`config.mk`:
```
export PLATFORM = sky130hd
export DESIGN_NAME = tcp_sender_congestion_window
export DESIGN_NICKNAME = d
export VERILOG_FILES = /design/src/rtl/tscw_pkg.sv /design/src/rtl/tcp_sender_congestion_window.sv
export SDC_FILE = /design/constraint.sdc
export NUM_CORES = 1
export LEC_CHECK = 0
export ABC_AREA = 1
export ABC_CLOCK_PERIOD_IN_PS = 6500
export BUFFER_PORTS_ARGS = -buffer_cell sky130_fd_sc_hd__buf_4
export CORE_AREA = 2 2 204 206
export CTS_CLUSTER_DIAMETER = 30
export DETAILED_ROUTE_END_ITERATION = 8
export DIE_AREA = 0 0 206 208
export RECOVER_POWER = 50
export SYNTH_ARGS = -nofsm -noshare
export SYNTH_HDL_FRONTEND = slang
export SYNTH_SLANG_ARGS = --single-unit
```
`constraint.sdc`:
```
create_clock -name clock -period 6.5 [get_ports clock]
set_input_delay 1.3 -clock clock [delete_from_list [all_inputs] [get_ports clock]]
set_output_delay 1.3 -clock clock [all_outputs]
set_load 0.05 [all_outputs]
```
`src/rtl/tscw_pkg.sv`:
```
// Types, codes and constants of the TCP sender congestion window.
// No dependencies; used by the top level and its checker.
package tscw_pkg;

   localparam int SEQ_BITS = 10;
   localparam int EXT_BITS = SEQ_BITS + 1;

   localparam logic [SEQ_BITS-1:0] CWND_MAX   = {SEQ_BITS{1'b1}};
   localparam logic [EXT_BITS-1:0] AVOID_MAX  = {EXT_BITS{1'b1}};
   localparam logic [3:0]          DUP_MAX    = 4'd15;
   localparam logic [SEQ_BITS-1:0] MIN_THRESH = SEQ_BITS'(2);

   localparam logic [SEQ_BITS-1:0] RST_INIT_WINDOW  = SEQ_BITS'(1);
   localparam logic [SEQ_BITS-1:0] RST_INIT_THRESH  = SEQ_BITS'(64);
   localparam logic [SEQ_BITS-1:0] RST_LAST_PACKET  = SEQ_BITS'(512);
   localparam logic [3:0]          RST_DUP_ACK_LIMIT = 4'd3;

   typedef enum logic [1:0] {
      OP_START   = 2'd0,
      OP_ACK     = 2'd1,
      OP_TIMEOUT = 2'd2
   } opcode_type;

   typedef enum logic [1:0] {
      CSR_INITIAL_WINDOW    = 2'd0,
      CSR_INITIAL_THRESHOLD = 2'd1,
      CSR_LAST_PACKET       = 2'd2,
      CSR_DUP_ACK_LIMIT     = 2'd3
   } csr_index_type;

   typedef struct packed {
      logic [1:0]          opcode;
      logic [SEQ_BITS-1:0] ack_num;
   } req_type;

   typedef struct packed {
      logic [SEQ_BITS-1:0] window;
      logic [SEQ_BITS-1:0] threshold;
      logic                in_slow_start;
      logic [EXT_BITS-1:0] next_expected_ack;
      logic [EXT_BITS-1:0] send_limit;
      logic [SEQ_BITS-1:0] resend_from;
      logic                send_now;
      logic                restart_timer;
      logic                transfer_done;
      logic                window_changed;
   } rsp_type;

endpackage

```
`src/rtl/tcp_sender_congestion_window.sv`:
```
// Each result is written into the result buffer as its event is accepted.
// Throughput: one event per cycle; the whole update is one combinational
// pass from the connection state registers into a two-entry result buffer.
// Input stalls only while both result entries are full.
// Reset (synchronous, active high) loads the start-up connection state,
// the default register values and empties the result buffer.
module tcp_sender_congestion_window
   import tscw_pkg::*;
(
   input  logic         clock,
   input  logic         reset,
   input  logic         req_valid,
   output logic         req_stall,
   input  req_type      req_data,
   output logic         rsp_valid,
   input  logic         rsp_stall,
   output rsp_type      rsp_data,
   input  logic         csr_valid,
   output logic         csr_ready,
   input  logic [1:0]   csr_index,
   input  logic [9:0]   csr_data
);

   // configuration
   logic [SEQ_BITS-1:0] init_window_ff, init_thresh_ff, last_packet_ff;
   logic [3:0]          dup_limit_ff;

   // connection state
   logic [SEQ_BITS-1:0] cwnd_ff, cwnd_in;
   logic [SEQ_BITS-1:0] ssthresh_ff, ssthresh_in;
   logic                slow_ff, slow_in;
   logic [EXT_BITS-1:0] avoid_ff, avoid_in;
   logic [EXT_BITS-1:0] expected_ff, expected_in;
   logic [EXT_BITS-1:0] limit_ff, limit_in;
   logic [SEQ_BITS-1:0] last_sent_ff, last_sent_in;
   logic [3:0]          dup_ff, dup_in;
   logic                active_ff, active_in;

   // result buffer
   rsp_type             slot0_ff, slot1_ff, result;
   logic [1:0]          count_ff;
   logic                push, pop;

   // shared arithmetic
   logic [SEQ_BITS-1:0] cwnd_bump;
   logic [SEQ_BITS-2:0] half;
   logic [SEQ_BITS-1:0] loss_thresh;
   logic [EXT_BITS-1:0] ack_ext, expected_m1;
   logic [EXT_BITS:0]   avoid_sum;
   logic [EXT_BITS-1:0] avoid_sat;
   logic [3:0]          dup_inc;
   logic                send, rearm, done, changed;

   assign csr_ready = 1'b1;
   assign req_stall = (count_ff == 2'd2);
   assign rsp_valid = (count_ff != 2'd0);
   assign rsp_data  = slot0_ff;
   assign push      = req_valid && !req_stall;
   assign pop       = rsp_valid && !rsp_stall;

   always_ff @(posedge clock) begin
      if (reset) begin
         init_window_ff <= RST_INIT_WINDOW;
         init_thresh_ff <= RST_INIT_THRESH;
         last_packet_ff <= RST_LAST_PACKET;
         dup_limit_ff   <= RST_DUP_ACK_LIMIT;
      end else if (csr_valid && csr_ready) begin
         case (csr_index_type'(csr_index))
            CSR_INITIAL_WINDOW:    init_window_ff <= csr_data;
            CSR_INITIAL_THRESHOLD: init_thresh_ff <= csr_data;
            CSR_LAST_PACKET:       last_packet_ff <= csr_data;
            CSR_DUP_ACK_LIMIT:     dup_limit_ff   <= csr_data[3:0];
            default: ;
         endcase
      end
   end

   assign ack_ext     = {1'b0, req_data.ack_num};
   assign expected_m1 = expected_ff - EXT_BITS'(1);
   assign cwnd_bump   = (cwnd_ff < CWND_MAX) ? cwnd_ff + SEQ_BITS'(1) : cwnd_ff;
   assign half        = cwnd_ff[SEQ_BITS-1:1];
   assign loss_thresh = ({1'b0, half} > MIN_THRESH) ? {1'b0, half} : MIN_THRESH;
   // ack >= expected wherever this sum is used, so it never wraps
   assign avoid_sum   = {1'b0, avoid_ff} + {1'b0, ack_ext} - {1'b0, expected_ff}
                        + (EXT_BITS+1)'(1);
   assign avoid_sat   = (avoid_sum > {1'b0, AVOID_MAX}) ? AVOID_MAX
                                                         : avoid_sum[EXT_BITS-1:0];
   assign dup_inc     = (dup_ff < DUP_MAX) ? dup_ff + 4'd1 : dup_ff;

   always_comb begin
      cwnd_in      = cwnd_ff;
      ssthresh_in  = ssthresh_ff;
      slow_in      = slow_ff;
      avoid_in     = avoid_ff;
      expected_in  = expected_ff;
      limit_in     = limit_ff;
      last_sent_in = last_sent_ff;
      dup_in       = dup_ff;
      active_in    = active_ff;
      send         = 1'b0;
      rearm        = 1'b0;
      done         = 1'b0;
      changed      = 1'b0;
      case (opcode_type'(req_data.opcode))
         OP_START: begin
            cwnd_in      = (init_window_ff != '0) ? init_window_ff : SEQ_BITS'(1);
            ssthresh_in  = init_thresh_ff;
            slow_in      = 1'b1;
            avoid_in     = '0;
            expected_in  = EXT_BITS'(1);
            dup_in       = '0;
            last_sent_in = '0;
            limit_in     = {1'b0, cwnd_in};
            active_in    = 1'b1;
            send         = 1'b1;
            rearm        = 1'b1;
            changed      = 1'b1;
         end
         OP_ACK: begin
            if (active_ff) begin
               if (req_data.ack_num >= last_packet_ff) begin
                  expected_in = {1'b0, last_packet_ff} + EXT_BITS'(1);
                  active_in   = 1'b0;
                  done        = 1'b1;
               end else if (ack_ext >= expected_ff) begin
                  if (slow_ff) begin
                     cwnd_in  = cwnd_bump;
                     avoid_in = '0;
                     changed  = 1'b1;
                     if (cwnd_bump >= ssthresh_ff) begin
                        slow_in = 1'b0;
                     end
                  end else if (avoid_sat >= {1'b0, cwnd_ff}) begin
                     cwnd_in  = cwnd_bump;
                     avoid_in = '0;
                     changed  = 1'b1;
                  end else begin
                     avoid_in = avoid_sat;
                  end
                  expected_in = ack_ext + EXT_BITS'(1);
                  dup_in      = '0;
                  limit_in    = expected_in + {1'b0, cwnd_in} - EXT_BITS'(1);
                  send        = 1'b1;
                  rearm       = 1'b1;
               end else if (expected_ff != '0 && ack_ext == expected_m1) begin
                  dup_in = dup_inc;
                  if (dup_inc >= dup_limit_ff) begin
                     // fast retransmit: rewind to the duplicated ACK
                     last_sent_in = req_data.ack_num;
                     dup_in       = '0;
                     ssthresh_in  = loss_thresh;
                     cwnd_in      = SEQ_BITS'(1);
                     slow_in      = 1'b1;
                     limit_in     = expected_ff;
                     send         = 1'b1;
                     rearm        = 1'b1;
                     changed      = 1'b1;
                  end
               end
            end
         end
         OP_TIMEOUT: begin
            if (active_ff) begin
               last_sent_in = (expected_ff != '0) ? expected_m1[SEQ_BITS-1:0] : '0;
               dup_in       = '0;
               ssthresh_in  = loss_thresh;
               cwnd_in      = SEQ_BITS'(1);
               slow_in      = 1'b1;
               limit_in     = expected_ff;
               send         = 1'b1;
               rearm        = 1'b1;
               changed      = 1'b1;
            end
         end
         default: ;
      endcase
   end

   always_comb begin
      result.window            = cwnd_in;
      result.threshold         = ssthresh_in;
      result.in_slow_start     = slow_in;
      result.next_expected_ack = expected_in;
      result.send_limit        = limit_in;
      result.resend_from       = last_sent_in;
      result.send_now          = send;
      result.restart_timer     = rearm;
      result.transfer_done     = done;
      result.window_changed    = changed;
   end

   always_ff @(posedge clock) begin
      if (reset) begin
         cwnd_ff      <= SEQ_BITS'(1);
         ssthresh_ff  <= RST_INIT_THRESH;
         slow_ff      <= 1'b1;
         avoid_ff     <= '0;
         expected_ff  <= EXT_BITS'(1);
         limit_ff     <= '0;
         last_sent_ff <= '0;
         dup_ff       <= '0;
         active_ff    <= 1'b0;
      end else if (push) begin
         cwnd_ff      <= cwnd_in;
         ssthresh_ff  <= ssthresh_in;
         slow_ff      <= slow_in;
         avoid_ff     <= avoid_in;
         expected_ff  <= expected_in;
         limit_ff     <= limit_in;
         last_sent_ff <= last_sent_in;
         dup_ff       <= dup_in;
         active_ff    <= active_in;
      end
   end

   // two-entry result buffer: slot0 is the head shown on the output
   always_ff @(posedge clock) begin
      if (reset) begin
         count_ff <= 2'd0;
      end else begin
         count_ff <= count_ff + {1'b0, push} - {1'b0, pop};
      end
   end

   always_ff @(posedge clock) begin
      if (pop) begin
         if (count_ff == 2'd2) begin
            slot0_ff <= slot1_ff;
         end else if (push) begin
            slot0_ff <= result;
         end
      end else if (push) begin
         if (count_ff == 2'd0) begin
            slot0_ff <= result;
         end else begin
            slot1_ff <= result;
         end
      end
   end

endmodule

```
# After elaboration in Yosys (flattened, before gate mapping)
# Index checks and enable logic that the tools add are counted.
# Widths: inputs -> output; s select.
# totals
reg_bits	218
in_bits	29
# op_classes
addsub	12
magnitude_cmp	9
n_eq_ne	12
n_mux	90
bitwise_logic	2
n_reduce_logical	25
# ops
cell	n
$mux 57	5
$mux 10	27
$mux 11	15
$pmux 10 s3	3
$pmux 11 s2	2
$pmux 11 s3	1
$mux 4	7
$mux 1	24
$add 10x1->11 const B	2
$sub 11x1->11 const B	2
$ge 10x10->1	2
$add 11x10->12	1
$add 12x1->12 const B	1
$gt 12x11->1 const B	1
$pmux 4 s3	1
$sub 12x11->12	1
$add 11x10->11	1
$eq 10x11->1	1
$ge 10x11->1	1
$ge 11x10->1	1
$reduce_bool 11->1	1
$add 10x1->10 const B	1
$lt 10x10->1 const B	1
$reduce_and 2->1	5
other kinds (23)	43

# Depth between registers and ports, before layout
# Gate-level depths: netlist of the first run.
# depth
depth_word	21
ltp_mapped	46
mapped_depth_nobuf	45

# Least setup slack after synthesis of the first run
# No wires, ideal clock.
# synth_timing
path_type	input -> register
from	input req_data[2] (netlist bit)
to	register slot0_ff (netlist bit rsp_data[23]) (data pin)
setup_ps	268
t_arrival_ps	6545
path_slack_ps	-313
path_stages	44
path_buffers	1
cell_sequence	inv_1 fa_1 inv_1 ha_1 a21oi_1 o21ai_2 nand3_1 nand3_1 nand2_1 nand2_1 inv_1 o21ai_0 ha_1 a21oi_1 nand2_1 nand2_1 nand3_1 nand2_1 [8 not listed] ha_1 inv_1 ha_1 inv_1 fa_1 nor2_1 o21ai_0 nand2_1 nand2_1 o311ai_0 xor2_1 nand2_1 nand2_1 nand2_1 nand2_1 nand2_1 nand2_1 o21ai_0
# synth_between
elab_chain_cells	21
word_cells_on_any_way	29
cone_classes	add/sub (6); order compare (4); eq/ne (1); mux (17); reduce/logical (1)
# synth_lines
element	line	source
start, declared	tcp_sender_congestion_window.sv:14	input req_type req_data,
$add 11x10->12	tcp_sender_congestion_window.sv:84	assign avoid_sum = {1'b0, avoid_ff} + {1'b0, ack_ext} - {1'b0, expected_ff}
$sub 12x11->12	tcp_sender_congestion_window.sv:84	
$add 12x1->12	tcp_sender_congestion_window.sv:85	+ (EXT_BITS+1)'(1);
$gt 12x11->1	tcp_sender_congestion_window.sv:86	assign avoid_sat = (avoid_sum > {1'b0, AVOID_MAX}) ? AVOID_MAX
$mux 11	tcp_sender_congestion_window.sv:86	
$ge 11x10->1	tcp_sender_congestion_window.sv:133	end else if (avoid_sat >= {1'b0, cwnd_ff}) begin
$mux 10	tcp_sender_congestion_window.sv:133	
$mux 10	tcp_sender_congestion_window.sv:126	if (slow_ff) begin
[5 not listed]	--	
$sub 11x1->11	tcp_sender_congestion_window.sv:142	limit_in = expected_in + {1'b0, cwnd_in} - EXT_BITS'(1);
$mux 11	tcp_sender_congestion_window.sv:125	end else if (ack_ext >= expected_ff) begin
$mux 11 *	tcp_sender_congestion_window.sv:121	if (req_data.ack_num >= last_packet_ff) begin
$mux 11 *	tcp_sender_congestion_window.sv:120	if (active_ff) begin
$pmux 11 s3 *	tcp_sender_congestion_window.sv:104	case (opcode_type'(req_data.opcode))
$mux 57, on equally long branches	tcp_sender_congestion_window.sv:233, tcp_sender_congestion_window.sv:229	
$mux 57, on equally long branches	tcp_sender_congestion_window.sv:232, tcp_sender_congestion_window.sv:227	
$mux 57 *	tcp_sender_congestion_window.sv:226	if (pop) begin
end signal, assigned	tcp_sender_congestion_window.sv:228	slot0_ff <= slot1_ff;
end signal, assigned	tcp_sender_congestion_window.sv:230	slot0_ff <= result;
end signal, assigned	tcp_sender_congestion_window.sv:234	slot0_ff <= result;
end, declared	tcp_sender_congestion_window.sv:40	rsp_type slot0_ff, slot1_ff, result;
# Every way passes the cells marked *; elsewhere a longest branch is shown, timed or not. The select of a mux whose other input is x is not followed.
# A chain may end at the register's enable or synchronous reset.

# Worst setup path after layout of the first run
# Ends and elaborated chain as after synthesis.

==> impl_metrics.csv, run 1 <==
group,metric,value,unit
status,status,"complete, but fails checks",
status,failed_checks,"capacitance limit, slew limit",
clock_network,cts_tree,"built",
worst_hold_path,min_path_cells,2,
route,wl_met1,22500,um
route,drt-pass1-iter-count,7,
floorplan,dieArea,42800,um^2
placement,place_inst,2590,
pwr,powerDensity,404,nW/um^2
yosys,synthDominantCellAreaShare,23.8,%
finish,seq_area,5470,um^2
clock_network,ctsHoldBuffers,0,
floorplan,placementRows,74,
pwr,p_seq_share,27.0,%
clock_network,clock_path_buffers,3,
critical_path,timing_worst_setup_path_type,"in -> reg",
timing,period_needed,6.28,ns
critical_path,critPathBufInv,8,
global_routing,grt_overflow_total,0,
critical_path,crit_path_end_kind,"register",
pwr,worst_ir_drop_vdd,0.000200,V
yosys,synth.avg_cell_area,7.30,um^2
critical_path,cp.required,6.78,ns
floorplan,initial_core_util,34.9,%
critical_path,cp_common_cell,"nand2_1",
critical_path,start_kind,"input port",
route,met2_wirelength,22800,um
floorplan,die_height,208,um
finish,multi_input_area,7790,um^2
yosys,yosys_warnings,0,
yosys,yosys.area_share.adder,8.99,%
global_routing,grt_pass1_vias,13000,
yosys,synth_xor_area_share,1.83,%
yosys,synth_edf_count,112,
finish,fin_nets,2244,
worst_hold_path,min-delay-path-class,"reg -> reg",
route,ant_nets,0,
yosys,syn_area,14100,um^2
yosys,netlist-cell-type-count,53,
global_routing,antenna_found_initial,1,
global_routing,grt_max_degree,77,
placement,numPortBuffers,87,
route,vias,13900,
placement,hpwl,38800,um
yosys,ys_ff_latch,217,
yosys,synth_ff_type,"edfxtp_1",
yosys,synth_nets,2059,
pwr,swShare,40.3,%
timing,finalHoldViolations,0,
timing,setup-violations-final,0,
route,drt_iter0_drc,1286,
global_routing,track_usage,23.6,%
critical_path,cp_max_fo,5,
finish,drive_gt1_share,17.1,%
clock_network,clkSlewWorstSetupHoldPaths,0.05,ns
job,drv_cap,4,
yosys,synth_top_family_by_area,"simple AND/OR/NAND/NOR gates",
critical_path,cp.arrival,6.55,ns
timing,skew,0.0151,ns
timing,tightestPinTransition,3.12,ns
route,wl_met3,3970,um
critical_path,cp.depth,43,
yosys,synth.largest_area_cell,"edfxtp_1",
critical_path,cpPeakStageDelay,0.52,ns
route,routed_wl,51100,um
route,routed.top_layer,"met4",
yosys,ys_seq_area_share,38.7,%
placement,place_congestion,0.970,
placement,dpl-instance-area,16100,um^2
clock_network,cts_buffers,50,
clock_network,cts-root-buf,"clkbuf_16",
finish,stdcell_area,18000,um^2
pwr,leakage,8.23,nW
finish,fin_util,44.3,%
floorplan,die_w,206,um
critical_path,rr_worst_depth,44,
clock_network,htreeDepth,2,
route,viasPerCell,5.18,
route,routedWlPerCell,19.0,um
yosys,async_flop_share,0,%
timing,slew_viol_final,177,
pwr,clkPwrFrac,34.2,%
finish,fillers,4170,
timing,fmax,0.159,GHz
route,drc_errors,0,
clock_network,cts_sinks,217,
global_routing,grt_pass1_wl,76500,um
timing,relSlewSlack,-108,%
floorplan,ios,89,
yosys,synthesis.instances,1935,
pwr,p_int,0.00432,W
floorplan,core-area,40600,um^2
yosys,synth-simple-area-share,27.0,%
yosys,yosys-mux-area-fraction,0,%
critical_path,crit_family,"simple AND/OR/NAND/NOR gates",
yosys,synth-compound-area-share,13.9,%
pwr,switchingPower,0.00292,W
finish,final_cells,2693,
yosys,synth_top_cells_by_area,"edfxtp_1 24%, dfxtp_1 15%, nand2_1 14%",
timing,min_period_over_period,96.5,%
clock_network,clkLatencyLatePin,0.56,ns
finish,syn2layout_area_growth,27.0,%
critical_path,cp_slowest_cell,"fa_1",
pwr,p_comb_share,38.8,%
[worst register-to-register path, delay by kind of cell, from the launching register on]
kind,cells,cell delay [ns]
compound gates,3,0.21
xor+xnor,1,0.20
fa+ha+maj,6,1.85
buf+inv,7,0.64
flops,1,0.64
simple gates,27,2.19
[flip-flops by register name, summed over array words and instances, names as in the netlist]
| name | flops |
|---|---|
| avoid_ff | 11 |
| ssthresh_ff | 10 |
| expected_ff | 11 |
| last_sent_ff | 10 |
| dup_limit_ff | 4 |
| init_thresh_ff | 10 |
| slow_ff | 1 |
| slot1_ff | 56 |
| dup_ff | 4 |
| limit_ff | 11 |
| cwnd_ff | 10 |
| init_window_ff | 10 |
| rsp_data | 56 |
| active_ff | 1 |
| count_ff | 2 |
| last_packet_ff | 10 |
[cells in the mapped netlist, drive strengths merged, types with 6 or more instances]
library cell,number
or2,8
nor4,7
ha,84
nand3b,7
fa,11
nand2,544
nand4,30
edfxtp,112
nor2,138
a211oi,6
inv,275
nor3,16
a21oi,151
clkbuf,49
buf,19
xor2,22
o21ai,172
dfxtp,105
a221oi,8
nand3,129
[timing repair]
| item | CTS | global route |
|---|---|---|
| setup endpoints to repair | 0 | 23 |
| resized for setup | 0 | 99 |
| setup buffers | 0 | 10 |
| hold endpoints to repair | 0 | 0 |
[path summary, 6_finish.rpt]
path,startpoint,to,slack [ns]
max reg2reg,expected_ff[6]$_SDFFE_PP0P_,rsp_data[23]$_DFFE_PP_,0.50
min reg2reg,avoid_ff[10]$_SDFFE_PP0P_,avoid_ff[10]$_SDFFE_PP0P_,0.45
min,avoid_ff[10]$_SDFFE_PP0P_,avoid_ff[10]$_SDFFE_PP0P_,0.45
max,req_data[2],rsp_data[23]$_DFFE_PP_,0.22
[power by group through the flow]
stage / combinational, W / clock (W) / sequential (W)
3_3_place_gp: 0.00268 / 0 / 0.00196
2_1_floorplan: 0.00131 / 0 / 0.00239
3_5_place_dp: 0.00270 / 0 / 0.00197
6_report: 0.00282 / 0.00248 / 0.00195
5_1_grt: 0.00307 / 0.00258 / 0.00198
4_1_cts: 0.00271 / 0.00251 / 0.00194
[metal layers]
| metal | track usage, % | up-vias |
|---|---|---|
| li1 | - | 6764 |
| met1 | 32.4 | 6514 |
| met2 | 36.5 | 564 |
| met3 | 4.45 | 100 |
| met4 | 8.87 | 0 |
| met5 | 0 | - |
[through the flow]
stage               hold slack, ns  setup TNS (ns)  total power (W)  setup slack [ns]
CTS                          0.448               0          0.00716            0.0283
global placement             0.442           -5.56          0.00463            -0.445
global route                 0.487          -0.290          0.00764           -0.0629
finish                       0.449               0          0.00725             0.224
floorplan                    0.429               0          0.00369          0.000411
detailed placement           0.442           -7.05          0.00466            -0.527
[area by class of cell]
cell class | count | share of cell area (%)
antenna | 1 | 0.0139
clock buffer | 66 | 7.87
timing repair buffer | 201 | 7.21
inverter | 280 | 5.88
clock inverter | 26 | 1.49
multi-input combinational | 1370 | 43.4
tap | 532 | 3.71
sequential | 217 | 30.4
[cells in the final DEF, fill, tap and decap left out, types with 7 or more instances in the layout]
cell type  instances
nor2_4            11
clkbuf_16         52
inv_1            250
clkinv_2           7
nand3_2           16
inv_6              9
a21oi_1          143
clkbuf_1          74
a221oi_1           8
fa_1               9
nand2_1          517
edfxtp_1         112
nor2_2            12
dfxtp_1          105
or2_2              8
ha_4              14
xor2_1            21
o21ai_0          136
nor3_1            14
nand3_1          111
nor2_1           113
buf_4            130
ha_1              67
nand2_2           23
nand4_1           30
o21ai_1           32
inv_2             23
[kinds of logic (layout without fill, tap and decap cells)]
kind of cell / after synthesis / after routing
simple gates: 880 / 880
compound gates: 366 / 366
buf+inv: 348 / 573
flops: 217 / 217
fa+ha+maj: 95 / 95
xor+xnor: 28 / 28
other cells: 1 / 2
Power figures use the tool's default switching activity.
==> run 2, diff against run 1 <==
--- a/config.mk
+++ b/config.mk
@@ -13,6 +13,7 @@
 export DETAILED_ROUTE_END_ITERATION = 8
 export DIE_AREA = 0 0 206 208
 export RECOVER_POWER = 50
+export SETUP_SLACK_MARGIN = 0.5
 export SYNTH_ARGS = -nofsm -noshare
 export SYNTH_HDL_FRONTEND = slang
 export SYNTH_SLANG_ARGS = --single-unit
==> constraint.sdc (replaced) <==
create_clock -name clock -period 6.5 [get_ports clock]
set_input_delay 1.625 -clock clock [delete_from_list [all_inputs] [get_ports clock]]
set_output_delay 1.625 -clock clock [all_outputs]
set_load 0.05 [all_outputs]
==> impl_metrics.csv, run 2 (synthesized netlist as in run 1, its figures left out) <==
group,metric,value,unit
status,status,"complete, but fails checks",
status,failed_checks,"capacitance limit, slew limit",
timing,slew_viol_final,194,
clock_network,cts-root-buf,"clkbuf_16",
pwr,swShare,40.2,%
pwr,leakage,8.43,nW
timing,finalSetupTns,0,ns
pwr,powerDensity,407,nW/um^2
floorplan,placementRows,74,
clock_network,cts_buffers,51,
timing,setup-violations-final,0,
worst_hold_path,hp-start,"dup_limit_ff[3]$_SDFFE_PP0P_",
global_routing,grt_pass1_wl,77100,um
finish,fillers,4056,
route,ant_nets,0,
global_routing,antenna_found_initial,0,
pwr,switchingPower,0.00305,W
pwr,p_seq_share,25.6,%
route,drc_errors,0,
global_routing,grt_pass1_vias,13300,
placement,numPortBuffers,87,
route,vias,14000,
finish,syn2layout_area_growth,32.1,%
clock_network,clock_path_buffers,3,
worst_hold_path,hold_path_end,"dup_limit_ff[3]$_SDFFE_PP0P_",
clock_network,clkLatencyLatePin,0.57,ns
clock_network,cts_tree,"built",
floorplan,dieArea,42800,um^2
finish,final_cell_mix,"496 x nand2_1, 233 x inv_1, 157 x buf_4, 136 x a21oi_1, 129 x o21ai_0",
route,drt_iter0_drc,1206,
clock_network,htreeDepth,2,
critical_path,cpPeakStageDelay,0.52,ns
pwr,p_comb_share,39.9,%
critical_path,crit_path_end_kind,"register",
floorplan,die_w,206,um
finish,antennaDiodeCount,0,
critical_path,cp_common_cell,"nand2_1",
finish,drive_gt1_share,21.7,%
finish,multi_input_area,8110,um^2
critical_path,cp_slowest_cell,"fa_1",
floorplan,core-area,40600,um^2
timing,skew,0.0165,ns
timing,fin_ws,0.0713,ns
global_routing,grt_max_degree,63,
timing,tightestPinTransition,3.06,ns
critical_path,cp.arrival,6.74,ns
finish,seq_area,5470,um^2
pwr,worst_ir_drop_vdd,0.000188,V
clock_network,clkSlewWorstSetupHoldPaths,0.05,ns
critical_path,start_kind,"input port",
critical_path,r2r_slack,0.83,ns
job,drv_cap,4,
timing,period_needed,6.43,ns
route,drt-pass1-iter-count,5,
worst_hold_path,min-delay-path-class,"reg -> reg",
floorplan,ios,89,
global_routing,track_usage,23.4,%
worst_hold_path,min_path_cells,2,
timing,min_period_over_period,98.9,%
critical_path,rr_startpoint,"expected_ff[2]$_SDFFE_PP0P_",
timing,relSlewSlack,-104,%
clock_network,cts_sinks,217,
placement,place_congestion,0.930,
global_routing,grt_overflow_total,0,
route,routed_wl,50700,um
finish,layout_commonest_cell,"nand2_1",
pwr,clkPwrFrac,34.5,%
floorplan,initial_core_util,34.9,%
finish,fin_nets,2279,
placement,hpwl,37800,um
timing,finalHoldViolations,0,
critical_path,cp_max_fo,8,
route,routedWlPerCell,18.6,um
pwr,p_int,0.00455,W
critical_path,cp.required,6.81,ns
timing,rsz0062_at_grt,"yes",
timing,fmax,0.156,GHz
critical_path,timing_worst_setup_path_type,"in -> reg",
floorplan,die_height,208,um
critical_path,rr_worst_depth,37,
critical_path,regToRegEndpoint,"rsp_data[23]$_DFFE_PP_",
placement,post-place-ws,-0.739,ns
route,viasPerCell,5.15,
run 2: cell count changes in the layout (fill, tap and decap cells not counted), sizes merged, moves of 4 or more:
| cell | delta |
|---|---|
| clkinvlp | +7 |
| inv | -4 |
| clkinv | +6 |
| clkbuf | -11 |
| bufinv | +4 |
| buf | +34 |
run 2: worst max-delay path: cells and delay by family:
kind	cells	cell delay, ns
AOI/OAI and AO/OA	5	0.57
xor gates and xnor gates	2	0.32
adders and majority gates	5	1.65
buffers and inverters	7	0.55
and+or+nand+nor	20	2.04
run 2: per-stage QoR:
step	power [W]	hold slack, ns	utilization (%)	instances	area, um^2
after CTS	0.00749	0.466	45.4	2714	18400
final	0.00760	0.462	46.0	2728	18700
after floorplan	0.00377	0.429	-	1935	14400
after global placement	0.00471	0.454	40.3	2600	16300
after detailed placement	0.00473	0.459	40.3	2600	16300
after global routing	0.00800	0.477	46.0	2728	18700
run 2: timing repair:
action                                  in CTS  in global routing
hold buffers                                 0                  0
buffers inserted                            20                 14
pin swaps                                   44                 66
gates resized for setup                     41                 94
endpoints found under the setup margin      27                 32
run 2: metal layers:
metal | GRT usage [%] | wire, um
met1 | 32.3 | 23100
met2 | 36.5 | 22500
met3 | 4.56 | 3460
met4 | 8.00 | 1630
met5 | 0 | 0
run 2: how the worst max path moves through the flow:
stage / start / to / slack (ns) / depth (start not counted)
after floorplan: req_data[0] / rsp_data[23]$_DFFE_PP_ / -0.10 / 42
after CTS: req_data[0] / rsp_data[23]$_DFFE_PP_ / 0.04 / 41
after global routing: req_data[0] / rsp_data[23]$_DFFE_PP_ / -0.22 / 41
final: req_data[2] / rsp_data[23]$_DFFE_PP_ / 0.07 / 39
after detailed placement: req_data[2] / rsp_data[23]$_DFFE_PP_ / -0.74 / 41
after global placement: req_data[0] / rsp_data[23]$_DFFE_PP_ / -0.65 / 41
run 2: area by class of cell:
cell class                 instances  area share, %
sequential                       217           29.3
tap                              532           3.57
inverter                         280           5.82
clock inverter                    39           2.48
timing repair buffer             235           8.38
clock buffer                      55           7.02
multi-input combinational       1370           43.5
run 2: power by group through the flow:
stage	Clock (W)	Sequential [W]	Combinational (W)
2_1_floorplan	0	0.00239	0.00139
3_5_place_dp	0	0.00196	0.00277
3_3_place_gp	0	0.00195	0.00276
4_1_cts	0.00266	0.00194	0.00290
5_1_grt	0.00273	0.00197	0.00330
6_report	0.00262	0.00194	0.00303
==> run 3, diff against run 2 <==
--- a/config.mk
+++ b/config.mk
@@ -12,6 +12,7 @@
 export CTS_CLUSTER_DIAMETER = 30
 export DETAILED_ROUTE_END_ITERATION = 8
 export DIE_AREA = 0 0 206 208
+export PLACE_DENSITY_LB_ADDON = 0.3
 export RECOVER_POWER = 50
 export SETUP_SLACK_MARGIN = 0.5
 export SYNTH_ARGS = -nofsm -noshare
==> impl_metrics.csv, run 3 (synthesized netlist as in run 1, its figures left out) <==
group,metric,value,unit
finish,layout_commonest_cell,"nand2_1",
timing,min_period_over_period,104,%
timing,fin_ws,-0.271,ns
route,wl_met1,22800,um
floorplan,initial_core_util,34.9,%
clock_network,clkSlewWorstSetupHoldPaths,0.04,ns
timing,setup-violations-final,6,
critical_path,timing_worst_setup_path_type,"in -> reg",
clock_network,htreeDepth,2,
global_routing,antenna_found_initial,0,
route,ant_nets,0,
clock_network,clock_path_buffers,3,
global_routing,grt_max_degree,77,
floorplan,dieArea,42800,um^2
finish,antennaDiodeCount,0,
job,drv_cap,4,
route,wl_met3,3930,um
finish,multi_input_area,8250,um^2
critical_path,cp-endpoint,"avoid_ff[4]$_SDFFE_PP0P_",
finish,fillers,3930,
route,vias,14200,
placement,dpl-instance-area,16300,um^2
critical_path,cpPeakStageDelay,0.54,ns
finish,fin_nets,2307,
route,drc_errors,0,
timing,relSlewSlack,-112,%
timing,holdWs,0.464,ns
global_routing,grt_overflow_total,0,
pwr,leakage,8.64,nW
finish,drive_gt1_share,22.9,%
route,drt_iter0_drc,1268,
route,met2_wirelength,22600,um
timing,finalHoldViolations,0,
timing,period_needed,6.77,ns
worst_hold_path,min-delay-path-class,"reg -> reg",
critical_path,cp.arrival,7.12,ns
floorplan,die_height,208,um
floorplan,ios,89,
floorplan,core-area,40600,um^2
pwr,worst_ir_drop_vdd,0.000195,V
finish,stdcell_area,19200,um^2
clock_network,cts-root-buf,"clkbuf_16",
global_routing,grt_pass1_wl,77800,um
route,routed_wl,51700,um
timing,fmax,0.148,GHz
pwr,power.total,0.00808,W
floorplan,placementRows,74,
critical_path,crit_path_end_kind,"register",
placement,place_congestion,0.966,
route,routedWlPerCell,18.7,um
timing,skew,0.0181,ns
timing,rsz0062_at_grt,"yes",
timing,slew_viol_final,222,
finish,syn2layout_area_growth,35.8,%
pwr,powerDensity,421,nW/um^2
critical_path,rr_worst_depth,41,
clock_network,clkLatencyLatePin,0.59,ns
critical_path,worstSetupStartpoint,"req_data[0]",
status,failed_checks,"capacitance limit, slew limit, setup timing",
timing,tightestPinTransition,3.19,ns
placement,hpwl,37700,um
critical_path,r2r_slack,0.48,ns
clock_network,cts_tree,"built",
finish,final_cell_mix,"497 x nand2_1, 235 x inv_1, 171 x buf_4, 133 x a21oi_1, 129 x o21ai_0",
critical_path,start_kind,"input port",
critical_path,rr_startpoint,"avoid_ff[2]$_SDFFE_PP0P_",
clock_network,cts_sinks,217,
placement,numPortBuffers,87,
status,status,"complete, but fails checks",
critical_path,cp_slowest_cell,"fa_1",
route,drt-pass1-iter-count,5,
route,routed.top_layer,"met4",
finish,seq_area,5470,um^2
critical_path,cp.required,6.85,ns
critical_path,cp_common_cell,"buf_4",
clock_network,cts_buffers,54,
critical_path,regToRegEndpoint,"avoid_ff[4]$_SDFFE_PP0P_",
global_routing,grt_pass1_vias,13500,
critical_path,cp_max_fo,4,
floorplan,die_w,206,um
global_routing,track_usage,23.6,%
route,viasPerCell,5.15,
[run 3: changes by cell type in the layout (fill, tap and decap cells not counted), sizes merged]
| cell | previous run | this run |
|---|---|---|
| inv | 282 | 270 |
| buf | 168 | 191 |
| clkinvlp | 9 | 11 |
| clkbuf | 122 | 131 |
| bufinv | 7 | 9 |
| nand3 | 129 | 130 |
| clkinv | 21 | 28 |
[run 3: metal layers]
metal,track usage (%),vias to the layer above
met4,11.2,0
met2,35.9,593
met5,0,-
li1,-,6881
met3,3.90,123
met1,32.5,6628
[run 3: how the worst min path moves through the flow]
stage,from,endpoint,slack [ns],cells after the start
5_1_grt,avoid_ff[10]$_SDFFE_PP0P_,avoid_ff[10]$_SDFFE_PP0P_,0.49,2
3_5_place_dp,avoid_ff[10]$_SDFFE_PP0P_,avoid_ff[10]$_SDFFE_PP0P_,0.46,2
3_3_place_gp,init_thresh_ff[6]$_SDFFE_PP1P_,init_thresh_ff[6]$_SDFFE_PP1P_,0.45,2
2_1_floorplan,avoid_ff[10]$_SDFFE_PP0P_,avoid_ff[10]$_SDFFE_PP0P_,0.43,2
4_1_cts,avoid_ff[10]$_SDFFE_PP0P_,avoid_ff[10]$_SDFFE_PP0P_,0.46,2
6_report,avoid_ff[0]$_SDFFE_PP0P_,avoid_ff[0]$_SDFFE_PP0P_,0.46,2
[run 3: critical path, delay by kind of cell]
family,cells,cell delay (ns)
buffers and inverters,31,3.81
xor gates and xnor gates,1,0.21
and+or+nand+nor,3,0.24
adders and majority gates,3,1.10
AOI/OAI and AO/OA,2,0.15
[run 3: metrics by stage]
stage	util (%)	instances	setup TNS, ns	setup slack, ns
detailed placement	40.2	2599	-10.73	-0.626
CTS	46.3	2745	0	0.110
finish	47.3	2760	-0.566	-0.271
floorplan	-	1935	-0.258	-0.100
global route	47.3	2760	-4.94	-0.408
global placement	40.2	2599	-10.00	-0.605
[run 3: final cells by class]
| cell class | count | share of cell area (%) |
|---|---|---|
| Multi-Input combinational cell | 1371 | 43.0 |
| Tap cell | 532 | 3.47 |
| Sequential cell | 217 | 28.5 |
| Inverter | 280 | 5.72 |
| Clock inverter | 38 | 2.68 |
| Clock buffer | 63 | 7.38 |
| Timing Repair Buffer | 259 | 9.33 |
[run 3: where the power goes]
part	leakage [nW]	internal [W]	total, W	switching, W
logic	5.78	0.00117	0.00333	0.00216
registers	1.95	0.00181	0.00195	0.000145
clock network	0.922	0.00192	0.00280	0.000877
[run 3: what timing repair did]
item                                    in CTS  in global routing
endpoints found under the setup margin      26                 30
gates resized for setup                     48                115
cloned                                       0                  1
buffers inserted                            45                 14
pin swaps                                   45                 68
hold buffers                                 0                  0
